## src/rtl/assert_macros.svh

```systemverilog
// Assertion helpers
`ifndef ASSERT_MACROS_SVH
`define ASSERT_MACROS_SVH
`define ASSERT_IMPL(label, clk, rst_n, ante, cons, msg) \
  label: assert property (@(posedge clk) disable iff (!rst_n) (ante) |-> (cons)) \
    else $error(msg);
`define ASSERT_NEXT(label, clk, rst_n, ante, cons, msg) \
  label: assert property (@(posedge clk) disable iff (!rst_n) (ante) |=> (cons)) \
    else $error(msg);
`endif

```

## src/rtl/rcfd_pkg.sv

```systemverilog
package rcfd_pkg;

  typedef struct packed {
    logic [1:0] kind;
    logic [7:0] rx_byte;
  } in_item_t;

  typedef struct packed {
    logic               result_kind;
    logic signed [15:0] left_x;
    logic signed [15:0] left_y;
    logic signed [15:0] right_x;
    logic signed [15:0] right_y;
    logic signed [15:0] wheel_pos;
    logic [1:0]         switch_one;
    logic [1:0]         switch_two;
    logic [1:0]         loss_action;
    logic               link_up;
  } out_item_t;

  localparam logic [1:0] KIND_BYTE = 2'd0;
  localparam logic [1:0] KIND_IDLE = 2'd1;
  localparam logic [1:0] KIND_TICK = 2'd2;

  localparam logic [2:0] REG_MIN    = 3'd0;
  localparam logic [2:0] REG_MID    = 3'd1;
  localparam logic [2:0] REG_MAX    = 3'd2;
  localparam logic [2:0] REG_DB     = 3'd3;
  localparam logic [2:0] REG_TMO    = 3'd4;
  localparam logic [2:0] REG_HOLD   = 3'd5;
  localparam logic [2:0] REG_HEADER = 3'd6;

  localparam logic [1:0] MODE_ONLINE = 2'd0;
  localparam logic [1:0] MODE_STOP   = 2'd1;
  localparam logic [1:0] MODE_CUTOFF = 2'd2;

  localparam logic [1:0] ACT_NONE  = 2'd0;
  localparam logic [1:0] ACT_ESTOP = 2'd1;
  localparam logic [1:0] ACT_CUT   = 2'd2;

  typedef enum logic [2:0] {
    ST_IDLE,
    ST_LOAD,
    ST_DIV,
    ST_NEXT,
    ST_OUT
  } state_t;

  typedef struct packed {
    logic accept;
    logic div_start;
    logic ch_store;
    logic finish;
  } cmd_t;

  typedef struct packed {
    logic full;
    logic div_busy;
    logic last_ch;
    logic is_idle;
    logic is_tick;
    logic out_taken;
  } sts_t;

endpackage

```

## src/rtl/rcfd_ctrl.sv

```systemverilog
module rcfd_ctrl (
  input  logic              clk,
  input  logic              rst_n,
  input  logic              in_valid,
  input  rcfd_pkg::sts_t    sts,
  output logic              in_ready,
  output logic              out_valid,
  output rcfd_pkg::cmd_t    cmd
);

  rcfd_pkg::state_t state_r, state_nxt;

  always_ff @(posedge clk) begin
    if (!rst_n) begin
      state_r <= rcfd_pkg::ST_IDLE;
    end else begin
      state_r <= state_nxt;
    end
  end

  always_comb begin
    state_nxt = state_r;
    case (state_r)
      rcfd_pkg::ST_IDLE: begin
        if (in_valid) begin
          if (sts.is_idle && sts.full) state_nxt = rcfd_pkg::ST_LOAD;
          else if (sts.is_tick) state_nxt = rcfd_pkg::ST_OUT;
        end
      end
      rcfd_pkg::ST_LOAD: state_nxt = rcfd_pkg::ST_DIV;
      rcfd_pkg::ST_DIV:  if (!sts.div_busy) state_nxt = rcfd_pkg::ST_NEXT;
      rcfd_pkg::ST_NEXT: state_nxt = sts.last_ch ? rcfd_pkg::ST_OUT : rcfd_pkg::ST_LOAD;
      rcfd_pkg::ST_OUT:  if (sts.out_taken) state_nxt = rcfd_pkg::ST_IDLE;
      default: state_nxt = rcfd_pkg::ST_IDLE;
    endcase
  end

  always_comb begin
    cmd = '0;
    in_ready = 1'b0;
    out_valid = 1'b0;
    case (state_r)
      rcfd_pkg::ST_IDLE: begin
        in_ready = 1'b1;
        cmd.accept = in_valid;
      end
      rcfd_pkg::ST_LOAD: cmd.div_start = 1'b1;
      rcfd_pkg::ST_NEXT: begin
        cmd.ch_store = 1'b1;
        cmd.finish = sts.last_ch;
      end
      rcfd_pkg::ST_OUT: out_valid = 1'b1;
      default: ;
    endcase
  end

endmodule

```

## src/rtl/rcfd_datapath.sv

```systemverilog
module rcfd_datapath #(
  parameter int FRAME_BYTES    = 18,
  parameter int BURST_CAPACITY = 64,
  parameter int FRACTION_BITS  = 14
) (
  input  logic                 clk,
  input  logic                 rst_n,
  input  rcfd_pkg::in_item_t   in_data,
  input  rcfd_pkg::cmd_t       cmd,
  input  logic                 out_ready,
  input  logic                 cfg_we,
  input  logic [2:0]           cfg_index,
  input  logic [15:0]          cfg_wdata,
  output rcfd_pkg::sts_t       sts,
  output rcfd_pkg::out_item_t  out_data
);

  localparam int CW = $clog2(FRAME_BYTES + 1);
  localparam int BW = $clog2(BURST_CAPACITY + 1);
  localparam int AW = $clog2(FRAME_BYTES);
  localparam int NW = 11 + FRACTION_BITS + 1;
  localparam int QW = FRACTION_BITS + 2;

  logic [10:0] min_r, mid_r, max_r;
  logic [14:0] db_r;
  logic [15:0] tmo_r, hold_r;
  logic [7:0]  hdr_r;

  always_ff @(posedge clk) begin
    if (!rst_n) begin
      min_r <= 11'd364; mid_r <= 11'd1024; max_r <= 11'd1684;
      db_r <= 15'd819; tmo_r <= 16'd100; hold_r <= 16'd500; hdr_r <= 8'd160;
    end else if (cfg_we) begin
      case (cfg_index)
        rcfd_pkg::REG_MIN:    min_r <= cfg_wdata[10:0];
        rcfd_pkg::REG_MID:    mid_r <= cfg_wdata[10:0];
        rcfd_pkg::REG_MAX:    max_r <= cfg_wdata[10:0];
        rcfd_pkg::REG_DB:     db_r <= cfg_wdata[14:0];
        rcfd_pkg::REG_TMO:    tmo_r <= cfg_wdata;
        rcfd_pkg::REG_HOLD:   hold_r <= cfg_wdata;
        rcfd_pkg::REG_HEADER: hdr_r <= cfg_wdata[7:0];
        default: ;
      endcase
    end
  end

  logic [7:0] store_r [FRAME_BYTES];
  logic [BW-1:0] burst_r;
  logic [CW-1:0] cap_r;
  logic capturing_r;
  logic [31:0] now_r, last_r, entry_r;
  logic [1:0] mode_r;

  logic is_byte, is_idle, is_tick, cap_now;
  assign is_byte = in_data.kind == rcfd_pkg::KIND_BYTE;
  assign is_idle = in_data.kind == rcfd_pkg::KIND_IDLE;
  assign is_tick = in_data.kind == rcfd_pkg::KIND_TICK;
  assign cap_now = capturing_r || (in_data.rx_byte == hdr_r);

  always_ff @(posedge clk) begin
    if (cmd.accept && is_byte && burst_r < BW'(BURST_CAPACITY) && cap_now
        && cap_r < CW'(FRAME_BYTES)) begin
      store_r[cap_r[AW-1:0]] <= in_data.rx_byte;
    end
  end

  logic [31:0] now_inc, since_frame, since_loss;
  logic up_tick;
  assign now_inc = now_r + 32'd1;
  assign since_frame = now_inc - last_r;
  assign since_loss = now_inc - entry_r;
  assign up_tick = since_frame < {16'd0, tmo_r};

  // channel sequencing
  logic [2:0] ch_r;
  logic [10:0] raw;
  logic [AW-1:0] lo_idx, hi_idx;
  assign lo_idx = AW'(2 * ch_r + 1);
  assign hi_idx = AW'(2 * ch_r + 2);
  assign raw = {store_r[hi_idx][2:0], store_r[lo_idx]};

  logic neg_r, sat_r;
  logic [NW-1:0] rem_r;
  logic [NW-1:0] quo_r;
  logic [10:0] den_r;
  logic [NW-1:0] num_r;
  logic [5:0] bit_r;
  logic busy_r;

  logic [10:0] den_c, diff_c;
  logic neg_c, sat_c;
  always_comb begin
    neg_c = 1'b0; sat_c = 1'b0; den_c = 11'd1; diff_c = '0;
    if (raw <= min_r) begin
      sat_c = 1'b1; neg_c = 1'b1;
    end else if (raw >= max_r) begin
      sat_c = 1'b1;
    end else if (raw < mid_r) begin
      neg_c = 1'b1; den_c = mid_r - min_r; diff_c = mid_r - raw;
    end else begin
      den_c = max_r - mid_r; diff_c = raw - mid_r;
    end
  end

  logic [NW:0] trial;
  assign trial = {rem_r, num_r[NW-1]} - {{(NW-10){1'b0}}, den_r};

  always_ff @(posedge clk) begin
    if (!rst_n) begin
      busy_r <= 1'b0;
    end else if (cmd.div_start) begin
      busy_r <= 1'b1;
      bit_r <= 6'(NW);
      neg_r <= neg_c; sat_r <= sat_c; den_r <= den_c;
      num_r <= NW'({diff_c, {FRACTION_BITS{1'b0}}}) + NW'(den_c >> 1);
      rem_r <= '0; quo_r <= '0;
    end else if (busy_r) begin
      if (!trial[NW]) begin
        rem_r <= trial[NW-1:0];
        quo_r <= {quo_r[NW-2:0], 1'b1};
      end else begin
        rem_r <= {rem_r[NW-2:0], num_r[NW-1]};
        quo_r <= {quo_r[NW-2:0], 1'b0};
      end
      num_r <= {num_r[NW-2:0], 1'b0};
      bit_r <= bit_r - 6'd1;
      if (bit_r == 6'd1) busy_r <= 1'b0;
    end
  end

  logic [QW-1:0] mag;
  logic signed [16:0] sval;
  logic signed [15:0] res;
  assign mag = sat_r ? QW'(1 << FRACTION_BITS) : quo_r[QW-1:0];
  always_comb begin
    sval = neg_r ? -$signed({1'b0, 16'(mag)}) : $signed({1'b0, 16'(mag)});
    if ({{(17-QW){1'b0}}, mag} < {2'b0, db_r}) res = '0;
    else if (sval > 17'sd32767) res = 16'sd32767;
    else res = sval[15:0];
  end

  logic signed [15:0] sticks_r [5];
  always_ff @(posedge clk) begin
    if (!rst_n) begin
      ch_r <= '0;
    end else if (cmd.accept) begin
      ch_r <= '0;
    end else if (cmd.ch_store) begin
      sticks_r[ch_r] <= res;
      ch_r <= ch_r + 3'd1;
    end
  end

  function automatic logic [1:0] dec_sw(input logic [6:0] code);
    if (code == 7'd0) return 2'd0;
    if (code == 7'd1) return 2'd1;
    return 2'd2;
  endfunction

  rcfd_pkg::out_item_t tick_res, frame_res;

  always_comb begin
    tick_res = '0;
    tick_res.result_kind = 1'b1;
    tick_res.link_up = up_tick;
    tick_res.loss_action = rcfd_pkg::ACT_NONE;
    if (!up_tick) begin
      if (mode_r == rcfd_pkg::MODE_ONLINE) begin
        tick_res.loss_action = rcfd_pkg::ACT_ESTOP;
      end else if (mode_r == rcfd_pkg::MODE_STOP && since_loss >= {16'd0, hold_r}) begin
        tick_res.loss_action = rcfd_pkg::ACT_CUT;
      end
    end
  end

  always_comb begin
    frame_res = '0;
    frame_res.result_kind = 1'b0;
    frame_res.left_x = sticks_r[0];
    frame_res.left_y = sticks_r[1];
    frame_res.right_x = sticks_r[2];
    frame_res.right_y = sticks_r[3];
    frame_res.wheel_pos = res;
    frame_res.switch_one = dec_sw({3'b0, store_r[12][7:6], store_r[11][1:0]});
    frame_res.switch_two = dec_sw({store_r[13][7:5], 4'b0} | {1'b0, store_r[12][5:0]});
    frame_res.loss_action = rcfd_pkg::ACT_NONE;
    frame_res.link_up = tmo_r != 16'd0;
  end

  always_ff @(posedge clk) begin
    if (!rst_n) begin
      burst_r <= '0; cap_r <= '0; capturing_r <= 1'b0;
      now_r <= '0; last_r <= '0; entry_r <= '0; mode_r <= rcfd_pkg::MODE_ONLINE;
    end else begin
      if (cmd.accept && is_byte && burst_r < BW'(BURST_CAPACITY)) begin
        burst_r <= burst_r + BW'(1);
        capturing_r <= cap_now;
        if (cap_now && cap_r < CW'(FRAME_BYTES)) cap_r <= cap_r + CW'(1);
      end
      if (cmd.accept && is_idle) begin
        burst_r <= '0; cap_r <= '0; capturing_r <= 1'b0;
      end
      if (cmd.accept && is_tick) begin
        now_r <= now_inc;
        out_data <= tick_res;
        if (!up_tick) begin
          if (mode_r == rcfd_pkg::MODE_ONLINE) begin
            mode_r <= rcfd_pkg::MODE_STOP;
            entry_r <= now_inc;
          end else if (mode_r == rcfd_pkg::MODE_STOP && since_loss >= {16'd0, hold_r}) begin
            mode_r <= rcfd_pkg::MODE_CUTOFF;
          end
        end
      end
      if (cmd.finish) begin
        last_r <= now_r;
        if (mode_r != rcfd_pkg::MODE_ONLINE) begin
          mode_r <= rcfd_pkg::MODE_ONLINE;
          entry_r <= '0;
        end
        out_data <= frame_res;
      end
    end
  end

  assign sts.full = capturing_r && cap_r >= CW'(FRAME_BYTES);
  assign sts.div_busy = busy_r;
  assign sts.last_ch = ch_r == 3'd4;
  assign sts.is_idle = is_idle;
  assign sts.is_tick = is_tick;
  assign sts.out_taken = out_ready;

endmodule

```

## src/rtl/rc_frame_decoder_with_link_loss.sv

```systemverilog
// Remote-control frame decoder with link-loss supervision.
// Input channel (in_valid/in_ready/in_data): kind 0 carries a received byte,
// kind 1 marks end of burst, kind 2 is a one millisecond tick.
// Output channel (out_valid/out_ready/out_data): a decoded frame after an
// idle event with a full capture, or a link-loss report after every tick.
// Bytes are taken while idle. A tick result appears in the cycle after its accept.
// A frame decode runs five stick channels through one restoring divider of
// FRACTION_BITS+12 steps per channel, one channel after another.
// Only one transaction is in flight; in_ready is low until the result is
// taken, so a stalled receiver holds the block with its output steady.
// Synchronous reset restores register defaults, clears the burst and
// capture counters, time counters and loss mode (online).
// Configuration writes are accepted any cycle via cfg_we/cfg_index/cfg_wdata.
module rc_frame_decoder_with_link_loss #(
  parameter int FRAME_BYTES    = 18,
  parameter int BURST_CAPACITY = 64,
  parameter int FRACTION_BITS  = 14
) (
  input  logic                clk,
  input  logic                rst_n,
  input  logic                in_valid,
  output logic                in_ready,
  input  rcfd_pkg::in_item_t  in_data,
  output logic                out_valid,
  input  logic                out_ready,
  output rcfd_pkg::out_item_t out_data,
  input  logic                cfg_we,
  input  logic [2:0]          cfg_index,
  input  logic [15:0]         cfg_wdata
);

  rcfd_pkg::cmd_t cmd;
  rcfd_pkg::sts_t sts;

  rcfd_ctrl u_ctrl (
    .clk, .rst_n, .in_valid, .sts, .in_ready, .out_valid, .cmd
  );

  rcfd_datapath #(
    .FRAME_BYTES(FRAME_BYTES), .BURST_CAPACITY(BURST_CAPACITY),
    .FRACTION_BITS(FRACTION_BITS)
  ) u_dp (
    .clk, .rst_n, .in_data, .cmd, .out_ready, .cfg_we, .cfg_index, .cfg_wdata,
    .sts, .out_data
  );

`include "assert_macros.svh"

  `ASSERT_IMPL(a_no_overlap, clk, rst_n, out_valid, !in_ready, "ready while result pending")
  `ASSERT_NEXT(a_tick_result, clk, rst_n, in_valid && in_ready && in_data.kind == rcfd_pkg::KIND_TICK, out_valid && out_data.result_kind, "tick gave no result")
  `ASSERT_IMPL(a_act_range, clk, rst_n, out_valid, out_data.loss_action != 2'd3, "bad loss action")

endmodule
```

## config.mk

```make
export PLATFORM = sky130hd
export DESIGN_NAME = rc_frame_decoder_with_link_loss
export DESIGN_NICKNAME = d
export VERILOG_FILES = /design/src/rtl/rcfd_pkg.sv /design/src/rtl/rcfd_ctrl.sv /design/src/rtl/rcfd_datapath.sv /design/src/rtl/rc_frame_decoder_with_link_loss.sv
export VERILOG_INCLUDE_DIRS = /design/src /design/src/rtl
export SDC_FILE = /design/constraint.sdc
export NUM_CORES = 1
export LEC_CHECK = 0
export ABC_AREA = 0
export BUFFER_PORTS_ARGS = -buffer_cell sky130_fd_sc_hd__buf_2
export CELL_PAD_IN_SITES_DETAIL_PLACEMENT = 1
export CELL_PAD_IN_SITES_GLOBAL_PLACEMENT = 2
export CORE_ASPECT_RATIO = 0.5
export CORE_MARGIN = 1
export CORE_UTILIZATION = 44
export CTS_CLUSTER_SIZE = 10
export DETAILED_ROUTE_END_ITERATION = 8
export HOLD_SLACK_MARGIN = 0.05
export PLACE_DENSITY = 0.86
export SYNTH_ARGS = -nofsm -noshare
export SYNTH_HDL_FRONTEND = slang
export SYNTH_SLANG_ARGS = --single-unit
```

## constraint.sdc

```tcl
create_clock -name clk -period 15.7 [get_ports clk]
set_input_delay 1.57 -clock clk [delete_from_list [all_inputs] [get_ports clk]]
set_output_delay 1.57 -clock clk [all_outputs]
set_load 0.05 [all_outputs]
```

==> qor.yml, run 1 <==
cts:
  clk_pin_slew_ns: 0.06
  cts_sinks: 541
  root_buffer: "clkbuf_16"
  cts_tree: "done"
  cts_hold_buf: 0
  cts_setup_buffers: 0
  cts_max_level: 2
  clock_path_buffers: 3
  worstSkewPairLatency_ns: 0.68
  cts_resized: 0
  cts_made_buffers: 60
setup_path:
  path_class: "flip-flop to flip-flop"
  max_stage_delay_ns: 0.50
  reg2reg_to: "u_dp.entry_r[2]$_SDFF_PN0_"
  crit_buf_inv: 1
  reg2reg_slack_ns: 8.93
  worstPathMaxFanout: 32
  rr_startpoint: "u_dp.now_r[0]$_SDFFE_PN0P_"
  critical_path.top_delay_family: "simple AND/OR/NAND/NOR gates"
  cp-start-kind: "flip-flop"
  required_ns: 16.17
  crit_chain: "ha_1 > nand3_1 > nor3_1 > and4_1 > and3_1 > nand2_1 > nor3_1 > and3_1 > xor2_1 > ha_1 > nor2b_1 > a2111oi_0 > o21ai_0 > a2111oi_0 > o2111a_1 > o2111ai_1 > or3_1 > nor4_1 > and4_1 > nor4_4 > buf_4 > mux2i_1"
  cp.arrival_ns: 7.23
  rr_worst_depth: 22
  cp-end-kind: "flip-flop"
  crit_slowest_cell: "dfxtp_1"
final_layout:
  nFillCells: 7379
  regArea_um2: 14200
  fin_cells: 3990
  area_growth_pct: 11.1
  drive_gt1_share_pct: 8.92
  layout.nets: 3293
  utilization_pct: 50.1
  multiInputGateArea_um2: 14200
  antenna_cells: 0
logic_synthesis:
  synth-edff-count: 335
  synthCells: 2972
  yosysUniqueCellTypes: 73
  avgSynthCellArea_um2: 9.97
  async_flop_share_pct: 0
  yosysWarnings: 0
  synth_nets: 3205
  syn_area_um2: 29600
  ys.flop_type: "edfxtp_1"
  synth_seq_cells: 541
  yosysSeqAreaShare_pct: 47.9
timing:
  max_slew.worst_pin.slew_ns: 1.23
  slew_viol_final: 0
  setup_violations: 0
  period_needed_ns: 6.77
  final-hold-violation-count: 0
  timing.final.crit_share_pct: 43.1
  maxSlewHeadroom_pct: 17.8
  finClkSkew_ns: 0.0730
  fmax_ghz: 0.148
  tns_ns: 0
  rsz0062_at_grt: "no"
global_routing:
  grt_usage_pct: 23.8
  grt_pass1_vias: 22519
  grt_pass1_wl_mm: 127
  antenna_found_initial: 0
  grt_overflow: 0
  grt_max_degree: 135
power:
  ir_drop_mv: 0.0946
  p_int_uw: 2300
  p_clk_share_pct: 44.4
  power_density_nw_per_um2: 91.4
  seqPwrFrac_pct: 50.3
  p_switching_uw: 704
  leakagePower_uw: 0.0128
  power_frac_comb_pct: 5.3
  finalPower_uw: 3010
  switching_share_pct: 23.4
placement:
  gp_congestion: 0.863
  placedCellCount: 3882
  io_buffers: 123
  dp.final_hpwl_mm: 58.5
hold_path:
  min_path_type: "flip-flop to flip-flop"
  min-delay-start: "u_dp.entry_r[20]$_SDFF_PN0_"
  hold_path_end: "u_dp.entry_r[20]$_SDFF_PN0_"
  hold_path_depth: 2
route:
  wl_per_cell_um: 20.6
  num_vias: 21890
  postRouteAntennaNets: 0
  routed_wl_mm: 82.1
  first_iter_violations: 1268
  routed_via_density: 5.49
  drtPass1Iterations: 5
  drc_errors: 0
floorplan:
  die_h_um: 185
  io-pin-count: 124
  start_util_pct: 45.1
  dieArea_um2: 68400
  rows: 66
  core-area_um2: 65700
  die_w_um: 369
run_status:
  status: "completed"
flow_run:
  drv_cap: 0
area by class of cell:
cell class	instances	area share, %
multi-input combinational	2104	43.3
inverter	204	2.33
sequential	541	43.1
clock inverter	4	0.365
tap	884	3.36
clock buffer	104	5.09
timing repair buffer	149	2.51
synth_stat cells (24+ instances only):
cell type,number,share of area (%)
o21ai_0,86,1.5
a21o_1,40,1.0
nor4_1,24,0.51
dfxtp_1,206,14
nor3_1,47,0.79
xor2_1,64,1.9
clkbuf_1,108,1.4
xnor2_1,116,3.4
o211ai_1,37,0.94
mux2i_1,68,2.3
nand3_1,61,1.0
a21oi_1,122,2.1
a21boi_0,107,2.7
nand2_1,433,5.5
ha_1,192,8.1
and3_1,25,0.53
nor2b_1,45,0.95
edfxtp_1,335,34
nand4_1,24,0.51
nor2_1,205,2.6
and2_1,128,2.7
inv_1,204,2.6
o21a_1,30,0.76
worst min-delay path: stages (launching register included):
cell and delay, ns:
dfxtp_1 0.31, nand2_1 0.05, mux2i_1 0.05
power by group through the flow:
stage	combinational [uW]	clock [uW]	sequential, uW
after global placement	155	0	1540
after floorplan	101	0	1550
after global routing	175	1410	1510
after CTS	160	1370	1510
after detailed placement	159	0	1540
final	159	1330	1510
placed cells by master, fill, tap and decap left out, drive strengths merged, types with 40 or more instances in the layout:
master  count
nor2      205
a21o       40
nand2     433
buf       149
nand3      62
mux2i      68
ha        192
a21boi    107
and2      128
xnor2     117
nor3       48
inv       204
xor2       64
dfxtp     206
a21oi     122
edfxtp    335
nor2b      45
clkbuf    104
o21ai      87
cell families (layout without fill, tap and decap cells):
kind of cell	Yosys count	after routing	synth area share (%)
compound gates	543	543	12.3
xor+xnor	181	181	5.38
fa+ha+maj	199	199	8.58
buf+inv	327	461	4.27
flops	541	541	47.9
mux	95	95	4.16
simple gates	1086	1086	17.5
metal layers:
layer | share of wire, % | wire (um) | track usage (%) | vias up
li1 | - | - | - | 10563
met1 | 46 | 38000 | 31.4 | 10902
met2 | 49 | 39900 | 41.8 | 316
met3 | 2.9 | 2400 | 2.84 | 109
met4 | 2.2 | 1810 | 5.99 | 0
met5 | 0 | 0 | 0 | -
per-stage QoR:
step	hold WS [ns]	setup WS [ns]	instance area [um^2]
2_1_floorplan	0.435	10.02	29600
6_report	0.455	8.93	32900
4_1_cts	0.461	8.90	32900
5_1_grt	0.474	8.13	32900
3_5_place_dp	0.452	8.93	31100
3_3_place_gp	0.441	8.99	31100
flip-flops by register name, summed over array words and instances (netlist names), 15 cells and up:
name / flops
u_dp.num_r: 26
u_dp.sticks_r: 64
u_dp.now_r: 32
u_dp.quo_r: 16
u_dp.last_r: 32
u_dp.rem_r: 26
u_dp.entry_r: 32
u_dp.out_data: 88
u_dp.store_r: 96
u_dp.db_r: 15
u_dp.hold_r: 16
u_dp.tmo_r: 16
how the worst max path moves through the flow:
| stage | startpoint | slack (ns) | end | depth (start not counted) |
|---|---|---|---|---|
| floorplan | u_dp.now_r[0]$_SDFFE_PN0P_ | 10.02 | u_dp.out_data[2]$_SDFFCE_PP0P_ | 25 |
| global placement | u_dp.now_r[0]$_SDFFE_PN0P_ | 8.99 | u_dp.entry_r[29]$_SDFF_PN0_ | 22 |
| detailed placement | u_dp.now_r[0]$_SDFFE_PN0P_ | 8.93 | u_dp.entry_r[2]$_SDFF_PN0_ | 22 |
| CTS | u_dp.now_r[0]$_SDFFE_PN0P_ | 8.90 | u_dp.entry_r[2]$_SDFF_PN0_ | 22 |
| global route | u_dp.now_r[0]$_SDFFE_PN0P_ | 8.13 | u_dp.entry_r[2]$_SDFF_PN0_ | 22 |
| finish | u_dp.now_r[0]$_SDFFE_PN0P_ | 8.93 | u_dp.entry_r[2]$_SDFF_PN0_ | 22 |
(Power assumes the default switching activity.)
==> run 2: changes to the inputs <==
- ABC_AREA: 0 -> 1
- CORE_UTILIZATION: 44 -> 34
- PLACE_DENSITY: 0.86 -> 0.77
- clock period: 15.7 -> 5.7 ns (I/O delays scaled with it)
==> qor.yml, run 2 <==
placement:
  io_buffers: 123  # unchanged
  place_area_um2: 33600  # +8.0%
  dp.final_hpwl_mm: 74.9  # +28%
  placedCellCount: 5316  # +37%
  gp_congestion: 0.854  # -1.1%
setup_path:
  path_common_cell: "nand2_1"
  reg2reg_slack_ns: 0.44  # -8.50 ns
  crit_start: "u_dp.now_r[0]$_SDFFE_PN0P_"
  crit_buf_inv: 2  # +1
  rr_startpoint: "u_dp.now_r[0]$_SDFFE_PN0P_"
  required_ns: 6.20  # -9.97 ns
  cp-start-kind: "flip-flop"
  cp.arrival_ns: 5.76  # -1.47 ns
  reg2reg_to: "u_dp.entry_r[12]$_SDFF_PN0_"
  crit_slowest_cell: "dfxtp_1"
  worstPathMaxFanout: 32  # unchanged
  cp.depth: 25  # +14%
  path_class: "flip-flop to flip-flop"
  cp-end-kind: "flip-flop"
  rr_worst_depth: 25  # +14%
  critical_path.top_delay_family: "simple AND/OR/NAND/NOR gates"
  endpoint: "u_dp.entry_r[12]$_SDFF_PN0_"
  max_stage_delay_ns: 0.42  # -0.08 ns
logic_synthesis:
  ys.flop_type: "edfxtp_1"
  synthCells: 4031  # +36%
  yosys.area.top_type: "edfxtp_1"
  yosysUniqueCellTypes: 59  # -19%
  yosysMostFrequentCell: "nand2_1"
  synth_seq_cells: 541  # unchanged
  synth-edff-count: 335  # unchanged
  syn_area_um2: 31600  # +6.5%
  ys_top_cells_by_area: "edfxtp_1, dfxtp_1, nand2_1"
  yosys-top-cells-count: "nand2_1, inv_1, nor2_1"
  synth_top_cell_area_share_pct: 31.9  # -2.1 points
  async_flop_share_pct: 0  # unchanged
  yosysWarnings: 0  # unchanged
  synth_nets: 4264  # +33%
  avgSynthCellArea_um2: 7.83  # -21%
  yosysSeqAreaShare_pct: 45.0  # -2.9 points
cts:
  clock_path_buffers: 3  # unchanged
  worstSkewPairLatency_ns: 0.66  # -0.02 ns
  cts_max_level: 3  # +1
  cts_sinks: 541  # unchanged
  clk_pin_slew_ns: 0.06  # about the same
  cts_tree: "done"
  root_buffer: "clkbuf_16"
  cts_made_buffers: 66  # +10%
  cts_hold_buf: 0  # unchanged
final_layout:
  multiInputGateArea_um2: 14500  # +1.5%
  nFillCells: 10996  # +49%
  fin_cells: 5436  # +36%
  layout.nets: 4379  # +33%
  layout_commonest_cell: "nand2_1"
  layout_common_cells: "nand2_1, inv_1, nor2_1, edfxtp_1, a21oi_1"
  fin_area_um2: 35700  # +8.5%
  drive_gt1_share_pct: 7.01  # -1.9 points
  regArea_um2: 14200  # about the same
  area_growth_pct: 13.2
  largest_register_ffs: 96  # unchanged
global_routing:
  antenna_found_initial: 0  # unchanged
  grt_pass1_vias: 27712  # +23%
  grt_max_degree: 86  # -36%
  grt_usage_pct: 21.3  # -2.5 points
  grt_overflow: 0  # unchanged
  grt_pass1_wl_mm: 156  # +23%
power:
  power_density_nw_per_um2: 263  # +190%
  finalPower_uw: 9390  # +210%
  leakagePower_uw: 0.0162  # +27%
  ir_drop_mv: 0.194  # +100%
floorplan:
  core-area_um2: 91300  # +39%
  rows: 78  # +18%
  die_w_um: 433  # +17%
  start_util_pct: 34.6  # -10 points
  io-pin-count: 124  # unchanged
  dieArea_um2: 94100  # +38%
  die_h_um: 217  # +17%
timing:
  period_needed_ns: 5.26  # -1.50 ns
  timing.final.crit_share_pct: 92.3  # +49 points
  maxSlewHeadroom_pct: 17.9  # +0.044 points
  slew_viol_final: 0  # unchanged
  tns_ns: 0  # unchanged
  fmax_ghz: 0.190  # +29%
  final-hold-violation-count: 0  # unchanged
  finClkSkew_ns: 0.0413  # -0.0317 ns
  setup_violations: 0  # unchanged
  max_slew.worst_pin.slew_ns: 1.22  # -0.00339 ns
route:
  top_layer: "met4"
  postRouteAntennaNets: 0  # unchanged
  routed_via_density: 4.92  # -10%
  num_vias: 26746  # +22%
  wl_met1_mm: 46.9  # +23%
  drtPass1Iterations: 7  # +2
  wl_met2_mm: 47.7  # +20%
  drc_errors: 0  # unchanged
  routed_wl_mm: 100  # +22%
  met3_length_mm: 2.97  # +24%
  wl_per_cell_um: 18.4  # -11%
  first_iter_violations: 1526  # +20%
run_status:
  status: "completed"
hold_path:
  min_path_type: "primary input to flip-flop"
flow_run:
  drv_cap: 0  # unchanged
-- run 2: report_power, final --
group          internal, uW  switching (uW)
logic                   340             816
clock network          2230            1800
registers              4180            25.6
total                  6750            2640
-- run 2: stage by stage --
| stage | utilization, % | hold WS [ns] | worst slack, ns |
|---|---|---|---|
| 5_1_grt | 39.1 | 0.253 | -0.00837 |
| 3_3_place_gp | 36.8 | 0.444 | 0.195 |
| 2_1_floorplan | - | 0.423 | 1.04 |
| 6_report | 39.1 | 0.276 | 0.438 |
| 3_5_place_dp | 36.8 | 0.454 | 0.107 |
| 4_1_cts | 39.1 | 0.230 | 0.0847 |
-- run 2: how the worst min path moves through the flow --
stage                                            start                       endpoint  slack [ns]  cells past startpoint
final                                       in_data[5]  u_dp.store_r[11][5]$_DFFE_PP_        0.28                      1
after global routing                        in_data[5]  u_dp.store_r[12][5]$_DFFE_PP_        0.25                      1
after CTS                                   in_data[5]   u_dp.store_r[1][5]$_DFFE_PP_        0.23                      1
after detailed placement  u_dp.burst_r[5]$_SDFFE_PP0P_   u_dp.burst_r[5]$_SDFFE_PP0P_        0.45                      1
after global placement    u_dp.burst_r[5]$_SDFFE_PP0P_   u_dp.burst_r[5]$_SDFFE_PP0P_        0.44                      1
after floorplan           u_dp.burst_r[5]$_SDFFE_PP0P_   u_dp.burst_r[5]$_SDFFE_PP0P_        0.42                      1
-- run 2: kinds of logic after synthesis --
family,after synthesis,synth area share (%)
simple gates,1708,22.3
buf+inv,793,9.58
compound gates,675,11.9
flops,541,45.0
fa+ha+maj,199,8.06
xor+xnor,106,2.94
mux,9,0.286
-- run 2: layout make-up --
class / instances / share of cell area [%]
well taps: 1240 / 4.34
diodes: 1 / 0.00701
multi-input cells: 2698 / 40.5
clock buffers: 106 / 5.10
flip-flops and latches: 541 / 39.7
repair buffers: 160 / 2.66
clock inverters: 11 / 0.547
inverters: 679 / 7.14
-- run 2: what timing repair did --
item	in CTS	in global routing
endpoints found under the setup margin	0	37
setup buffers	0	1
resized for setup	0	10
-- run 2: worst register-to-register path: cells and delay by family, from the launching register on --
| family | cells | cell delay [ns] |
|---|---|---|
| adders and majority gates | 3 | 0.95 |
| and+or+nand+nor | 15 | 2.21 |
| AOI/OAI and AO/OA | 3 | 0.61 |
| DFF | 1 | 0.42 |
| xor gates and xnor gates | 2 | 0.55 |
| buffers and inverters | 2 | 0.40 |
-- run 2: per-layer routing --
layer / GRT usage [%] / vias up
li1: - / 13326
met1: 28.1 / 12971
met2: 36.5 / 319
met3: 2.65 / 130
met4: 6.32 / 0
met5: 0 / -
